## config.mk

```make
export PLATFORM = sky130hd
export DESIGN_NAME = fridge_fan_compressor_control_unit_flat
export DESIGN_NICKNAME = d
export VERILOG_FILES = /design/src/hw/rtl/ffcc_pkg.sv /design/src/hw/rtl/ffcc_if.sv /design/src/hw/rtl/ffcc_stats.sv /design/src/hw/rtl/ffcc_ctrl.sv /design/src/hw/rtl/fridge_fan_compressor_control_unit.sv /design/src/flat_wrapper.sv
export SDC_FILE = /design/constraint.sdc
export NUM_CORES = 1
export LEC_CHECK = 0
export BUFFER_PORTS_ARGS = -buffer_cell sky130_fd_sc_hd__buf_4
export CORE_UTILIZATION = 60
export CTS_BUF_LIST = sky130_fd_sc_hd__clkbuf_16
export DETAILED_ROUTE_END_ITERATION = 10
export GPL_TIMING_DRIVEN = 0
export PLACE_DENSITY = 0.79
export SETUP_SLACK_MARGIN = 0.15
export SYNTH_ARGS = -nofsm -noshare
export SYNTH_HDL_FRONTEND = slang
export SYNTH_SLANG_ARGS = --single-unit
```

## constraint.sdc

```tcl
create_clock -name clk -period 14.9 [get_ports clk]
set_input_delay 1.49 -clock clk [delete_from_list [all_inputs] [get_ports clk]]
set_output_delay 1.49 -clock clk [all_outputs]
set_load 0.005 [all_outputs]
```

## src/hw/rtl/ffcc_pkg.sv

```systemverilog
// ----------------------------------------------------------------------------
// ffcc_pkg: shared types and constants for the fan and compressor controller
// Widths of the temperature, threshold and tick fields, the register indexes
// of the configuration port and the status bundle passed between modules.
// ----------------------------------------------------------------------------
package ffcc_pkg;

    // Field widths.
    localparam int TEMP_W     = 12;
    localparam int DEV_W      = 8;
    localparam int TICK_W     = 16;
    localparam int CFG_DATA_W = 16;
    localparam int CFG_IDX_W  = 2;

    // Probe arrangement. PROBE_COUNT must be a power of two no larger than
    // INPUT_FIELDS, so that the mean is an arithmetic shift.
    localparam int INPUT_FIELDS = 4;
    localparam int PROBE_COUNT  = 4;
    localparam int DIV_SHIFT    = $clog2(PROBE_COUNT);
    localparam int SUM_W        = TEMP_W + DIV_SHIFT;
    localparam int DIFF_W       = TEMP_W + 1;

    // Reset values of the configuration registers.
    localparam int SET_TEMP_RESET = 64;
    localparam int ON_DEV_RESET   = 16;
    localparam int OFF_DEV_RESET  = 8;
    localparam int MIN_OFF_RESET  = 75;

    typedef logic signed [TEMP_W-1:0] temp_t;
    typedef logic [DEV_W-1:0]         dev_t;
    typedef logic [TICK_W-1:0]        tick_t;
    typedef temp_t                    probe_arr_t [INPUT_FIELDS];

    typedef enum logic [CFG_IDX_W-1:0] {
        REG_SET_TEMP = 2'd0,
        REG_ON_DEV   = 2'd1,
        REG_OFF_DEV  = 2'd2,
        REG_MIN_OFF  = 2'd3
    } cfg_index_t;

    // Result of the averaging and spread check for one transaction.
    typedef struct packed {
        temp_t avg;
        logic  any_far;
        logic  all_near;
    } stats_t;

endpackage

```

## src/hw/rtl/ffcc_if.sv

```systemverilog
// ----------------------------------------------------------------------------
// ffcc_if: valid/ready channels of the fan and compressor controller
// The probe channel carries one control tick; the drive channel carries the
// fan and compressor commands with the averaged temperature.
// ----------------------------------------------------------------------------
interface ffcc_probe_if;
    import ffcc_pkg::*;

    logic  valid;
    logic  ready;
    temp_t probe_temp_0;
    temp_t probe_temp_1;
    temp_t probe_temp_2;
    temp_t probe_temp_3;

    modport source (
        output valid,
        output probe_temp_0,
        output probe_temp_1,
        output probe_temp_2,
        output probe_temp_3,
        input  ready
    );

    modport sink (
        input  valid,
        input  probe_temp_0,
        input  probe_temp_1,
        input  probe_temp_2,
        input  probe_temp_3,
        output ready
    );
endinterface

interface ffcc_drive_if;
    import ffcc_pkg::*;

    logic  valid;
    logic  ready;
    logic  fan_drive;
    logic  compressor_drive;
    temp_t average_temp;

    modport source (
        output valid,
        output fan_drive,
        output compressor_drive,
        output average_temp,
        input  ready
    );

    modport sink (
        input  valid,
        input  fan_drive,
        input  compressor_drive,
        input  average_temp,
        output ready
    );
endinterface

```

## src/hw/rtl/ffcc_stats.sv

```systemverilog
// ----------------------------------------------------------------------------
// ffcc_stats: probe average and spread check
// Truncating mean of the probes, then the exact deviation of each probe from
// it, compared against the fan on and off thresholds.
// ----------------------------------------------------------------------------
module ffcc_stats (
    input  ffcc_pkg::probe_arr_t probes,
    input  ffcc_pkg::dev_t       fan_on_dev,
    input  ffcc_pkg::dev_t       fan_off_dev,
    output ffcc_pkg::stats_t     stats
);
    import ffcc_pkg::*;

    logic signed [SUM_W-1:0] sum;
    logic signed [SUM_W-1:0] bias;
    logic signed [SUM_W-1:0] biased;
    temp_t                   avg;

    // Sum of the probes; a negative sum is biased so the shift truncates
    // towards zero like a signed division.
    always_comb
    begin
        sum = '0;
        for (int i = 0; i < PROBE_COUNT; i++)
        begin
            sum = sum + SUM_W'(probes[i]);
        end
        bias   = sum[SUM_W-1] ? SUM_W'(PROBE_COUNT - 1) : '0;
        biased = sum + bias;
        avg    = TEMP_W'(biased >>> DIV_SHIFT);
    end

    always_comb
    begin
        logic signed [DIFF_W-1:0] diff;
        logic [DIFF_W-1:0]        mag;
        stats.avg      = avg;
        stats.any_far  = 1'b0;
        stats.all_near = 1'b1;
        for (int i = 0; i < PROBE_COUNT; i++)
        begin
            diff = DIFF_W'(probes[i]) - DIFF_W'(avg);
            mag  = diff[DIFF_W-1] ? DIFF_W'(-diff) : DIFF_W'(diff);
            if (mag > DIFF_W'(fan_on_dev))
            begin
                stats.any_far = 1'b1;
            end
            if (mag > DIFF_W'(fan_off_dev))
            begin
                stats.all_near = 1'b0;
            end
        end
    end

endmodule

```

## src/hw/rtl/ffcc_ctrl.sv

```systemverilog
// ----------------------------------------------------------------------------
// ffcc_ctrl: fan and compressor state with minimum off time
// Holds the fan and compressor states and the saturating off-time counter,
// and updates them once per transaction that leaves the input stage.
// ----------------------------------------------------------------------------
module ffcc_ctrl (
    input  logic             clk,
    input  logic             rst_n,
    input  logic             advance,
    input  ffcc_pkg::stats_t stats,
    input  ffcc_pkg::temp_t  set_temp,
    input  ffcc_pkg::tick_t  min_off,
    output logic             fan_next,
    output logic             comp_next
);
    import ffcc_pkg::*;

    logic  fan_reg;
    logic  comp_reg;
    tick_t ticks_reg;
    tick_t ticks_next;
    tick_t ticks_inc;
    logic  start_ok;

    always_comb
    begin
        ticks_inc = (ticks_reg == '1) ? ticks_reg : ticks_reg + 1'b1;
        start_ok  = (stats.avg > set_temp) && (ticks_inc >= min_off);

        if (stats.any_far)
        begin
            fan_next = 1'b1;
        end
        else if (stats.all_near)
        begin
            fan_next = 1'b0;
        end
        else
        begin
            fan_next = fan_reg;
        end

        comp_next  = comp_reg;
        ticks_next = ticks_inc;
        if (start_ok)
        begin
            comp_next = 1'b1;
        end
        else if (stats.avg < set_temp)
        begin
            comp_next  = 1'b0;
            ticks_next = '0;
        end
    end

    always_ff @(posedge clk or negedge rst_n)
    begin
        if (!rst_n)
        begin
            fan_reg   <= 1'b0;
            comp_reg  <= 1'b0;
            ticks_reg <= '0;
        end
        else if (advance)
        begin
            fan_reg   <= fan_next;
            comp_reg  <= comp_next;
            ticks_reg <= ticks_next;
        end
    end

`ifndef NO_ASSERTIONS
    // The compressor only starts when warm and after the minimum off time.
    a_start_guard : assert property (@(posedge clk) disable iff (!rst_n)
        $rose(comp_reg) |-> $past(start_ok && advance))
        else $error("compressor started without off-time guard");

    // Switching the compressor off always restarts the off-time count.
    a_off_clears : assert property (@(posedge clk) disable iff (!rst_n)
        $fell(comp_reg) |-> (ticks_reg == '0))
        else $error("off-time counter not cleared on compressor stop");

    // State only moves when a transaction is processed.
    a_state_hold : assert property (@(posedge clk) disable iff (!rst_n)
        !advance |=> $stable(fan_reg) && $stable(comp_reg) && $stable(ticks_reg))
        else $error("controller state changed without a transaction");
`endif

endmodule

```

## src/hw/rtl/fridge_fan_compressor_control_unit.sv

```systemverilog
// ----------------------------------------------------------------------------
// fridge_fan_compressor_control_unit: refrigerator fan and compressor control
// Thermostat with a probe-spread fan rule and a minimum compressor off time.
// ----------------------------------------------------------------------------
// Usage:
// Each transaction on the probe channel is one control tick carrying four
// signed probe temperatures in 1/16 degree units. For every tick the block
// returns one transaction on the drive channel with the fan command, the
// compressor command and the truncated mean of the probes.
// The block is a two-stage pipeline: an input register holding the probes,
// then the averaging, spread check and thermostat logic feeding an output
// register. A result is offered on the drive channel from the output
// register once its tick has left the input register. A new tick can be
// accepted every cycle while the receiver takes results, so the sustained
// rate is one tick per cycle; the fan, compressor and off-time counter
// states are updated once per tick.
// When the receiver stalls, the output register holds its result and the
// input register keeps the next tick; the probe channel drops ready only
// once both are full, so nothing is lost or repeated.
// Reset clears the fan and compressor states and the off-time counter and
// loads the default set point and thresholds. The configuration port is a
// plain write port and should only be written while the block is idle.
// ----------------------------------------------------------------------------
module fridge_fan_compressor_control_unit (
    input  logic                                clk,
    input  logic                                rst_n,
    ffcc_probe_if.sink                          probe,
    ffcc_drive_if.source                        drive,
    input  logic                                cfg_we,
    input  ffcc_pkg::cfg_index_t                cfg_index,
    input  logic [ffcc_pkg::CFG_DATA_W-1:0]     cfg_wdata
);
    import ffcc_pkg::*;

    // Configuration registers.
    temp_t set_temp_reg;
    dev_t  on_dev_reg;
    dev_t  off_dev_reg;
    tick_t min_off_reg;

    // Input stage.
    logic       s1_valid_reg;
    logic       s1_valid_next;
    probe_arr_t probe_reg;

    // Output stage.
    logic  out_valid_reg;
    logic  out_valid_next;
    logic  fan_out_reg;
    logic  comp_out_reg;
    temp_t avg_out_reg;

    logic   accept;
    logic   advance;
    stats_t stats;
    logic   fan_next;
    logic   comp_next;

    // The input stage moves on whenever the output register is empty or is
    // being emptied in this cycle.
    assign advance     = s1_valid_reg && (!out_valid_reg || drive.ready);
    assign probe.ready = !s1_valid_reg || advance;
    assign accept      = probe.valid && probe.ready;

    assign s1_valid_next  = accept ? 1'b1 : (advance ? 1'b0 : s1_valid_reg);
    assign out_valid_next = advance ? 1'b1 : (drive.ready ? 1'b0 : out_valid_reg);

    // Configuration writes; the register index covers exactly the four
    // registers.
    always_ff @(posedge clk or negedge rst_n)
    begin
        if (!rst_n)
        begin
            set_temp_reg <= TEMP_W'(SET_TEMP_RESET);
            on_dev_reg   <= DEV_W'(ON_DEV_RESET);
            off_dev_reg  <= DEV_W'(OFF_DEV_RESET);
            min_off_reg  <= TICK_W'(MIN_OFF_RESET);
        end
        else if (cfg_we)
        begin
            case (cfg_index)
                REG_SET_TEMP: set_temp_reg <= temp_t'(cfg_wdata[TEMP_W-1:0]);
                REG_ON_DEV:   on_dev_reg   <= cfg_wdata[DEV_W-1:0];
                REG_OFF_DEV:  off_dev_reg  <= cfg_wdata[DEV_W-1:0];
                REG_MIN_OFF:  min_off_reg  <= cfg_wdata[TICK_W-1:0];
                default:      ;
            endcase
        end
    end

    // Handshake state of both stages.
    always_ff @(posedge clk or negedge rst_n)
    begin
        if (!rst_n)
        begin
            s1_valid_reg  <= 1'b0;
            out_valid_reg <= 1'b0;
        end
        else
        begin
            s1_valid_reg  <= s1_valid_next;
            out_valid_reg <= out_valid_next;
        end
    end

    // Payload registers need no reset.
    always_ff @(posedge clk)
    begin
        if (accept)
        begin
            probe_reg[0] <= probe.probe_temp_0;
            probe_reg[1] <= probe.probe_temp_1;
            probe_reg[2] <= probe.probe_temp_2;
            probe_reg[3] <= probe.probe_temp_3;
        end
        if (advance)
        begin
            fan_out_reg  <= fan_next;
            comp_out_reg <= comp_next;
            avg_out_reg  <= stats.avg;
        end
    end

    ffcc_stats u_stats (
        .probes      (probe_reg),
        .fan_on_dev  (on_dev_reg),
        .fan_off_dev (off_dev_reg),
        .stats       (stats)
    );

    ffcc_ctrl u_ctrl (
        .clk       (clk),
        .rst_n     (rst_n),
        .advance   (advance),
        .stats     (stats),
        .set_temp  (set_temp_reg),
        .min_off   (min_off_reg),
        .fan_next  (fan_next),
        .comp_next (comp_next)
    );

    assign drive.valid            = out_valid_reg;
    assign drive.fan_drive        = fan_out_reg;
    assign drive.compressor_drive = comp_out_reg;
    assign drive.average_temp     = avg_out_reg;

endmodule

```

## src/flat_wrapper.sv

```systemverilog
// flat-port wrapper written by rule: the top's interface ports become plain ports
module fridge_fan_compressor_control_unit_flat import ffcc_pkg::*;
  (clk, rst_n, cfg_we, cfg_index, cfg_wdata, probe_valid, probe_probe_temp_0, probe_probe_temp_1, probe_probe_temp_2, probe_probe_temp_3, probe_ready, drive_valid, drive_fan_drive, drive_compressor_drive, drive_average_temp, drive_ready);
  ffcc_probe_if probe_i ();
  ffcc_drive_if drive_i ();
  input  logic clk;
  input  logic rst_n;
  input  logic cfg_we;
  input  ffcc_pkg::cfg_index_t cfg_index;
  input  logic [ffcc_pkg::CFG_DATA_W-1:0] cfg_wdata;
  input wire logic [$bits(probe_i.valid)-1:0] probe_valid;
  input wire logic [$bits(probe_i.probe_temp_0)-1:0] probe_probe_temp_0;
  input wire logic [$bits(probe_i.probe_temp_1)-1:0] probe_probe_temp_1;
  input wire logic [$bits(probe_i.probe_temp_2)-1:0] probe_probe_temp_2;
  input wire logic [$bits(probe_i.probe_temp_3)-1:0] probe_probe_temp_3;
  output wire logic [$bits(probe_i.ready)-1:0] probe_ready;
  output wire logic [$bits(drive_i.valid)-1:0] drive_valid;
  output wire logic [$bits(drive_i.fan_drive)-1:0] drive_fan_drive;
  output wire logic [$bits(drive_i.compressor_drive)-1:0] drive_compressor_drive;
  output wire logic [$bits(drive_i.average_temp)-1:0] drive_average_temp;
  input wire logic [$bits(drive_i.ready)-1:0] drive_ready;
  assign probe_i.valid = probe_valid;
  assign probe_i.probe_temp_0 = probe_probe_temp_0;
  assign probe_i.probe_temp_1 = probe_probe_temp_1;
  assign probe_i.probe_temp_2 = probe_probe_temp_2;
  assign probe_i.probe_temp_3 = probe_probe_temp_3;
  assign probe_ready = probe_i.ready;
  assign drive_valid = drive_i.valid;
  assign drive_fan_drive = drive_i.fan_drive;
  assign drive_compressor_drive = drive_i.compressor_drive;
  assign drive_average_temp = drive_i.average_temp;
  assign drive_i.ready = drive_ready;
  fridge_fan_compressor_control_unit u_core (.clk(clk), .rst_n(rst_n), .probe(probe_i), .drive(drive_i), .cfg_we(cfg_we), .cfg_index(cfg_index), .cfg_wdata(cfg_wdata));
endmodule
```

======== Word level (Yosys, flattened, before mapping) ========
Index checks and enable logic that the tools add are counted.
cells by class
  add/sub/neg operators ................... 13
  order comparisons ....................... 11
  equal/unequal tests ..................... 4
  multiplexer cells ....................... 24
  reductions and logical operators ........ 14
operator list
  kind                                            count
  > comparator 13 x 8 -> 1 bit                    8
  two-way mux 13 bit                              4
  negator 13 bit                                  4
  subtractor 12 x 12 -> 13 bit                    4
  two-way mux 16 bit                              3
  adder 16 x 1 -> 16 bit (second input constant)  1
  == test 16 bit (second input constant)          1
  greater-or-equal comparator 16 bit              1
  two-way mux 1 bit                               16
  adder 13 x 12 -> 14 bit                         1
  adder 14 x 12 -> 14 bit                         1
  adder 14 x 3 -> 14 bit                          1
  adder 12 x 12 -> 13 bit                         1
  > comparator 12 bit                             1
  < comparator 12 bit                             1
  AND reduction 2 bit                             4
  == test 2 bit (second input constant)           2
  nonzero test 2 bit                              2
  logical AND 1 bit                               3
  == test 2 x 1 -> 1 bit (second input constant)  1
  logical NOT 1 bit                               2
  logical NOT 2 bit                               1
  logical OR 1 bit                                2
  two-way mux 2 bit                               1
word-level totals
  register bits after elaboration ......... 126
  word-level logic and storage cells ...... 82
  output and inout port bits .............. 16
  input bits .............................. 71

======== Logic depth before layout (Yosys ltp) ========
Gate-level depths: netlist (run 1).
  depth in word-level cells ............... 15
  gate-level depth with buffers ........... 50
  gate-level depth less buffers ........... 47

======== By module ========
From an unflattened synthesis (run 1), not the netlist that was laid out.
second synthesis, totals
  cell total of the unflattened synthesis .. 1392
  area total of the unflattened synthesis .. 12921.1 um^2
modules (own cells, without submodules)
  module                              area an instance (um^2)  seq. area each (um^2)  cells an instance  times used
  ffcc_stats                          7309.5                   0.0                    990                1
  fridge_fan_compressor_control_unit  3637.2                   3021.6                 164                1
  ffcc_ctrl                           1974.4                   450.4                  238                1

======== Worst setup path before layout (run 1) ========
Ideal clock, no wire load.
  path type ............................... reg-to-reg
  start ................................... register u_core.probe_reg[26] in the netlist's numbering
  end ..................................... register u_core.fan_out_reg (netlist: u_core.drive.fan_drive) (data pin)
  clock period less this slack ............ 10.508 ns
  buffers on the path ..................... 5
  setup time .............................. 0.268 ns
  required time ........................... 14.632 ns
  arrival time ............................ 10.240 ns
  cell stages (with the launch flop) ...... 50
  path slack .............................. 4.392 ns
  path through ............................ edfxtp_1 > clkbuf_1 > inv_1 > fa_1 > fa_1 > inv_1 > fa_1 > a211oi_2 > o21ai_2 > o21ai_2 > a21oi_1 > nor2b_1 > xnor2_1 > ha_1 > and2_0 > a41o_1 > a21o_1 > buf_6 > [14 not listed] > o2bb2ai_1 > clkbuf_1 > mux2_2 > ha_1 > nor2b_1 > o21ai_0 > nand2b_1 > a21oi_1 > nor2b_1 > o21ai_0 > nand2b_1 > a21oi_1 > nor2b_1 > nor4b_1 > o31ai_1 > o211ai_1 > nor4_4 > nand2_1
RTL lines
  element                 RTL line                                   source
  start: declaration      fridge_fan_compressor_control_unit.sv:44   probe_arr_t probe_reg;
  end signal: assignment  fridge_fan_compressor_control_unit.sv:118  fan_out_reg <= fan_next;
  end: declaration        fridge_fan_compressor_control_unit.sv:49   logic fan_out_reg;

==> results.py, run 1 <==
metrics = {
    "clocking": {
        "insertion_delay_ns": 0.44,
        "path_clk_slew_ns": 0.07,
        "cts_tree": "built",
        "clock_sinks": 126,
        "ctsResizeCount": 0,
        "h-tree-depth": 4,
        "cts_buffers": 17,
        "postCtsHoldBufs": 0,
        "clk_path_buf_depth": 2,
        "cts-root-buf": "clkbuf_16",
        "cts_setup_buffers": 0,
    },
    "sta": {
        "worstMarginPinSlew_ns": 1.17,
        "report.final.hold_viol_count": 0,
        "setup_viol": 0,
        "slew_violations": 0,
        "fmax_mhz": 75.1,
        "fin_crit_ns": 13.32,
        "rsz0062_at_grt": "no",
        "clock_skew_ns": 0.0134,
        "fin_setup_tns_ns": 0,
        "max_slew_margin_pct": 21.9,
        "fin_crit_sh_pct": 89.4,
    },
    "synth": {
        "synth_top_flop_cell": "edfxtp_1",
        "synthesis.nets": 1709,
        "synth_cells": 1471,
        "ys_seq_elements": 126,
        "yosysSeqAreaShare_pct": 26.2,
        "syn_avg_cell_area_um2": 9.00,
        "synth_edf_count": 62,
        "async_reset_ff_share_pct": 50.8,
        "ys_warn_count": 0,
        "synthesis.area_mm2": 0.0132,
        "synthDistinctLibCells": 108,
    },
    "global_route": {
        "grt_use_total_pct": 35.6,
        "grt_pass1_wl_um": 61000,
        "antenna_found_initial": 0,
        "grt_pass1_vias": 11500,
        "grt_overflow": 0,
        "grt_max_degree": 65,
    },
    "placement": {
        "place_congestion": 0.998,
        "io_buffer_count": 86,
        "place_inst": 1833,
        "post-dp-hpwl_um": 31600,
    },
    "drt": {
        "num_vias": 12000,
        "dr.pass1.iters": 6,
        "drt_iter0_markers": 905,
        "wl_per_cell_um": 21.1,
        "ant_nets": 0,
        "drc": 0,
        "finalWirelength_um": 39400,
        "routed_via_density": 6.45,
    },
    "worst_setup_path": {
        "path_buf_inv": 8,
        "cp.required_ns": 15.08,
        "worst-path-stages": 49,
        "cp_common_cell": "fa_1",
        "rr_startpoint": "u_core.probe_reg[26]$_DFFE_PP_",
        "end_kind": "flip-flop",
        "max_stage_delay_ns": 0.78,
        "r2r_slack_ns": 1.58,
        "crit_fanout": 10,
        "crit_type": "flip-flop to flip-flop",
        "cpMaxStageDelayCell": "o41ai_1",
        "start_kind": "flip-flop",
        "crit_path_start": "u_core.probe_reg[26]$_DFFE_PP_",
        "critical_path.top_delay_family": "compound AO/OA/AOI/OAI gates",
        "reg2regPathDepth": 49,
        "crit_end": "u_core.drive.fan_drive$_DFFE_PP_",
        "r2r_end": "u_core.drive.fan_drive$_DFFE_PP_",
        "arrival_ns": 13.50,
    },
    "layout": {
        "nNetsFinal": 1815,
        "largest_reg_flops": 48,
        "syn_to_final_growth_pct": 12.2,
        "layout_common_cells": "150 x inv_1, 138 x ha_1, 108 x nand2_1, 88 x buf_4, 83 x xnor2_1",
        "layout_commonest_cell": "inv_1",
        "post_route_cells_drive_above_1_share_pct": 14.7,
        "diodes": 0,
        "stdcell_count": 1865,
    },
    "die": {
        "rows": 53,
        "initial_core_util_pct": 62.0,
        "design.core.area_mm2": 0.0214,
        "die_w_um": 151,
        "die_y_um": 151,
        "ios": 87,
        "die-area_mm2": 0.0227,
    },
    "min_path": {
        "min_delay_path_depth": 1,
        "hold_path_class": "flip-flop to flip-flop",
    },
    "status": {
        "status": "complete, no violations",
    },
    "job": {
        "maxCapViolations": 0,
    },
}
-- worst register-to-register path, delay by kind of cell, from the launching register on --
| kind | cells | cell delay (ns) |
|---|---|---|
| AOI/OAI and AO/OA | 17 | 4.83 |
| xor gates and xnor gates | 2 | 0.52 |
| adders and majority gates | 7 | 2.65 |
| buffers and inverters | 8 | 2.01 |
| DFF | 1 | 0.41 |
| muxes | 2 | 0.61 |
| and+or+nand+nor | 13 | 2.06 |
-- per-stage QoR --
step           hold WS, ns  setup slack (ns)  util (%)  cell area [um^2]
2_1_floorplan        0.457              4.39         -             13200
3_3_place_gp         0.467              1.74      66.6             14200
3_5_place_dp         0.491              1.66      66.7             14300
4_1_cts              0.506              1.58      69.5             14800
5_1_grt              0.518             0.926      69.6             14900
6_report             0.497              1.58      69.6             14900
-- metal layers --
layer	share of wire [%]	up-vias	routed length (um)	global-route usage, %
met2	48	527	18800	60.4
met3	7.9	102	3120	6.61
met1	41	5786	16200	45.2
met5	0	-	0	0
li1	-	5620	-	-
met4	3.1	0	1220	12.6
-- worst min-delay path by stage --
| stage | start | to |
|---|---|---|
| floorplan | u_core.s1_valid_reg$_DFFE_PN0P_ | u_core.drive.valid$_DFFE_PN0P_ |
| global placement | u_core.s1_valid_reg$_DFFE_PN0P_ | u_core.drive.valid$_DFFE_PN0P_ |
| detailed placement | u_core.s1_valid_reg$_DFFE_PN0P_ | u_core.drive.valid$_DFFE_PN0P_ |
| CTS | u_core.s1_valid_reg$_DFFE_PN0P_ | u_core.drive.valid$_DFFE_PN0P_ |
| global route | u_core.min_off_reg[8]$_DFFE_PN0P_ | u_core.min_off_reg[8]$_DFFE_PN0P_ |
| finish | u_core.s1_valid_reg$_DFFE_PN0P_ | u_core.drive.valid$_DFFE_PN0P_ |
-- synth_stat cells, drive strengths merged (8+ instances only) --
library cell | n | share of area (%)
o211ai | 16 | 0.95
nand3 | 43 | 1.6
xor2 | 24 | 1.6
o22ai | 10 | 0.57
a21oi | 68 | 2.6
nor2b | 27 | 1.3
edfxtp | 62 | 14
nor2 | 67 | 1.9
dfrtp | 57 | 11
nor4 | 10 | 0.68
ha | 138 | 13
buf | 19 | 0.97
or3 | 12 | 0.57
mux2 | 42 | 3.6
nand2b | 28 | 1.3
a41oi | 8 | 0.64
inv | 152 | 4.3
o41ai | 10 | 0.77
nand2 | 108 | 3.1
xnor2 | 86 | 5.9
nor3 | 33 | 1.3
fa | 29 | 4.4
clkbuf | 26 | 0.74
maj3 | 8 | 0.61
a21o | 30 | 1.7
a31oi | 20 | 0.95
o21ai | 90 | 3.6
and3 | 17 | 0.80
and2 | 17 | 0.82
o31ai | 10 | 0.57
nand4 | 33 | 1.6
a211oi | 19 | 1.3
-- layout make-up --
cell class / instances / area, um^2
multi-input cells: 1148 / 8980
inverters: 152 / 571
clock inverters: 14 / 140
well taps: 275 / 344
fillers: 1775 / 6500
flip-flops and latches: 126 / 3470
plain buffers: 45 / 226
clock buffers: 18 / 450
repair buffers: 87 / 666
-- cells by family (layout without fill, tap and decap cells) --
| group | Yosys count | count (layout) | synth area share, % |
|---|---|---|---|
| AO/OA/AOI/OAI | 380 | 380 | 20.6 |
| multiplexers | 49 | 49 | 4.10 |
| AND/OR/NAND/NOR | 433 | 433 | 17.3 |
| buffers and inverters | 197 | 316 | 6.02 |
| flip-flops | 126 | 126 | 26.2 |
| XOR/XNOR | 111 | 111 | 7.70 |
| adder cells (fa/ha/maj) | 175 | 175 | 18.0 |
Power of run 1 is left out: the tool's default activity adds up to more than one toggle a clock period on the data nets, which glitch-free logic cannot reach.
==> run 2: changes to the inputs <==
--- a/config.mk
+++ b/config.mk
@@ -6,11 +6,13 @@
 export NUM_CORES = 1
 export LEC_CHECK = 0
 export BUFFER_PORTS_ARGS = -buffer_cell sky130_fd_sc_hd__buf_4
+export CAP_MARGIN = 30
 export CORE_UTILIZATION = 60
 export CTS_BUF_LIST = sky130_fd_sc_hd__clkbuf_16
 export DETAILED_ROUTE_END_ITERATION = 10
 export GPL_TIMING_DRIVEN = 0
 export PLACE_DENSITY = 0.79
+export REMOVE_ABC_BUFFERS = 1
 export SETUP_SLACK_MARGIN = 0.15
 export SYNTH_ARGS = -nofsm -noshare
 export SYNTH_HDL_FRONTEND = slang
==> constraint.sdc (replaced) <==
create_clock -name clk -period 14.3 [get_ports clk]
set_input_delay 1.43 -clock clk [delete_from_list [all_inputs] [get_ports clk]]
set_output_delay 1.43 -clock clk [all_outputs]
set_load 0.005 [all_outputs]
==> run 2 against run 1 <==
Design area fell by 0.75%. Global-route usage fell by 1.7 points. Routed wire length is 4.6% lower. First-iteration DRC count down 5.5%. Critical path type unchanged. Register-to-register slack worse by 0.22 ns. Non-clock buffer count down 35.
==> results.py, run 2 (synthesis gave the netlist of run 1 again) <==
metrics = {
    "status": {
        "status": "complete, no violations",
    },
    "clocking": {
        "cts-root-buf": "clkbuf_16",
        "cts_buffers": 17,
        "clk_path_buf_depth": 2,
        "cts_tree": "built",
        "path_clk_slew_ns": 0.07,
        "h-tree-depth": 4,
        "ctsResizeCount": 0,
        "insertion_delay_ns": 0.44,
        "postCtsHoldBufs": 0,
        "cts_setup_buffers": 0,
        "clock_sinks": 126,
    },
    "placement": {
        "io_buffer_count": 86,
        "place_ws_ns": 1.63,
        "place_congestion": 0.966,
        "post-dp-hpwl_um": 30100,
    },
    "sta": {
        "fin_crit_ns": 12.94,
        "fin_crit_sh_pct": 90.5,
        "setup_viol": 0,
        "rsz0062_at_grt": "no",
        "slew_violations": 0,
        "timing.final.ws_setup_ns": 1.36,
        "fmax_mhz": 77.3,
        "max_slew_margin_pct": 32.6,
        "worstMarginPinSlew_ns": 1.01,
        "clock_skew_ns": 0.0110,
        "report.final.hold_viol_count": 0,
        "fin_setup_tns_ns": 0,
    },
    "drt": {
        "ant_nets": 0,
        "num_vias": 11800,
        "drt_iter0_markers": 855,
        "dr.pass1.iters": 6,
        "finalWirelength_um": 37500,
        "drc": 0,
        "wl_per_cell_um": 20.5,
        "routed_via_density": 6.47,
    },
    "die": {
        "die_y_um": 151,
        "initial_core_util_pct": 62.0,
        "rows": 53,
        "design.core.area_mm2": 0.0214,
        "ios": 87,
        "die-area_mm2": 0.0227,
        "die_w_um": 151,
    },
    "layout": {
        "layout_common_cells": "150 x inv_1, 138 x ha_1, 108 x nand2_1, 89 x buf_4, 84 x xnor2_1",
        "diodes": 0,
        "largest_reg_flops": 48,
        "post_route_cells_drive_above_1_share_pct": 14.5,
        "layout_commonest_cell": "inv_1",
        "nNetsFinal": 1780,
        "syn_to_final_growth_pct": 11.3,
    },
    "global_route": {
        "grt_pass1_wl_um": 58500,
        "grt_overflow": 0,
        "grt_max_degree": 65,
        "grt_pass1_vias": 11200,
        "grt_use_total_pct": 33.9,
        "antenna_found_initial": 0,
    },
    "worst_setup_path": {
        "reg2regPathDepth": 45,
        "rr_startpoint": "u_core.probe_reg[26]$_DFFE_PP_",
        "crit_fanout": 19,
        "cpMaxStageDelayCell": "a211oi_4",
        "start_kind": "flip-flop",
        "end_kind": "flip-flop",
        "critical_path.top_delay_family": "compound AO/OA/AOI/OAI gates",
        "arrival_ns": 13.12,
        "crit_type": "flip-flop to flip-flop",
        "r2r_end": "u_core.drive.fan_drive$_DFFE_PP_",
        "r2r_slack_ns": 1.36,
        "cp.required_ns": 14.48,
        "path_buf_inv": 4,
        "max_stage_delay_ns": 0.88,
    },
    "job": {
        "maxCapViolations": 0,
    },
    "min_path": {
        "whs_endpoint": "u_core.drive.valid$_DFFE_PN0P_",
        "hold_path_class": "flip-flop to flip-flop",
        "hp-start": "u_core.s1_valid_reg$_DFFE_PN0P_",
        "min_delay_path_depth": 1,
    },
}
run 2: changes by cell type in the layout (fill, tap and decap cells not counted), sizes merged:
cell,previous run,this run
clkbuf,44,17
inv,164,159
buf,106,97
clkinv,2,7
clkinvlp,0,1
run 2: how the worst max path moves through the flow:
stage | slack (ns) | end | cells past startpoint | start
3_5_place_dp | 1.63 | u_core.drive.fan_drive$_DFFE_PP_ | 45 | u_core.probe_reg[29]$_DFFE_PP_
2_1_floorplan | 3.77 | u_core.drive.fan_drive$_DFFE_PP_ | 45 | u_core.probe_reg[13]$_DFFE_PP_
3_3_place_gp | 1.08 | u_core.drive.fan_drive$_DFFE_PP_ | 44 | u_core.probe_reg[29]$_DFFE_PP_
4_1_cts | 1.62 | u_core.drive.fan_drive$_DFFE_PP_ | 45 | u_core.probe_reg[29]$_DFFE_PP_
6_report | 1.36 | u_core.drive.fan_drive$_DFFE_PP_ | 45 | u_core.probe_reg[26]$_DFFE_PP_
5_1_grt | 0.65 | u_core.drive.fan_drive$_DFFE_PP_ | 45 | u_core.probe_reg[29]$_DFFE_PP_
run 2: worst reg2reg max path, delay by kind of cell (launching register included):
kind / cells / cell delay (ns)
AND/OR/NAND/NOR: 12 / 1.79
buffers and inverters: 4 / 0.65
AO/OA/AOI/OAI: 18 / 5.35
adder cells (fa/ha/maj): 7 / 2.98
flip-flops: 1 / 0.63
multiplexers: 2 / 0.54
XOR/XNOR: 2 / 0.75
run 2: per-stage QoR:
stage	cell area [um^2]	hold WS (ns)	cells	util, %
2_1_floorplan	13000	0.457	1426	-
3_3_place_gp	14000	0.468	1787	65.6
3_5_place_dp	14100	0.483	1798	66.3
4_1_cts	14700	0.496	1830	69.0
5_1_grt	14700	0.507	1830	69.0
6_report	14700	0.492	1830	69.0
run 2: area by class of cell:
| cell class | instances | area (um^2) |
|---|---|---|
| clock inverter | 15 | 170 |
| inverter | 152 | 571 |
| fill | 1689 | 6610 |
| tap | 275 | 344 |
| timing repair buffer | 97 | 783 |
| clock buffer | 17 | 425 |
| sequential | 126 | 3470 |
| multi-input combinational | 1148 | 8980 |
run 2: metal layers:
metal	vias up	track usage [%]	wire (um)
li1	5555	-	-
met1	5688	43.7	15800
met3	77	5.94	2800
met2	520	56.9	17900
met4	0	12.2	1120
met5	-	0	0
Power of run 2 is left out for the same reason.
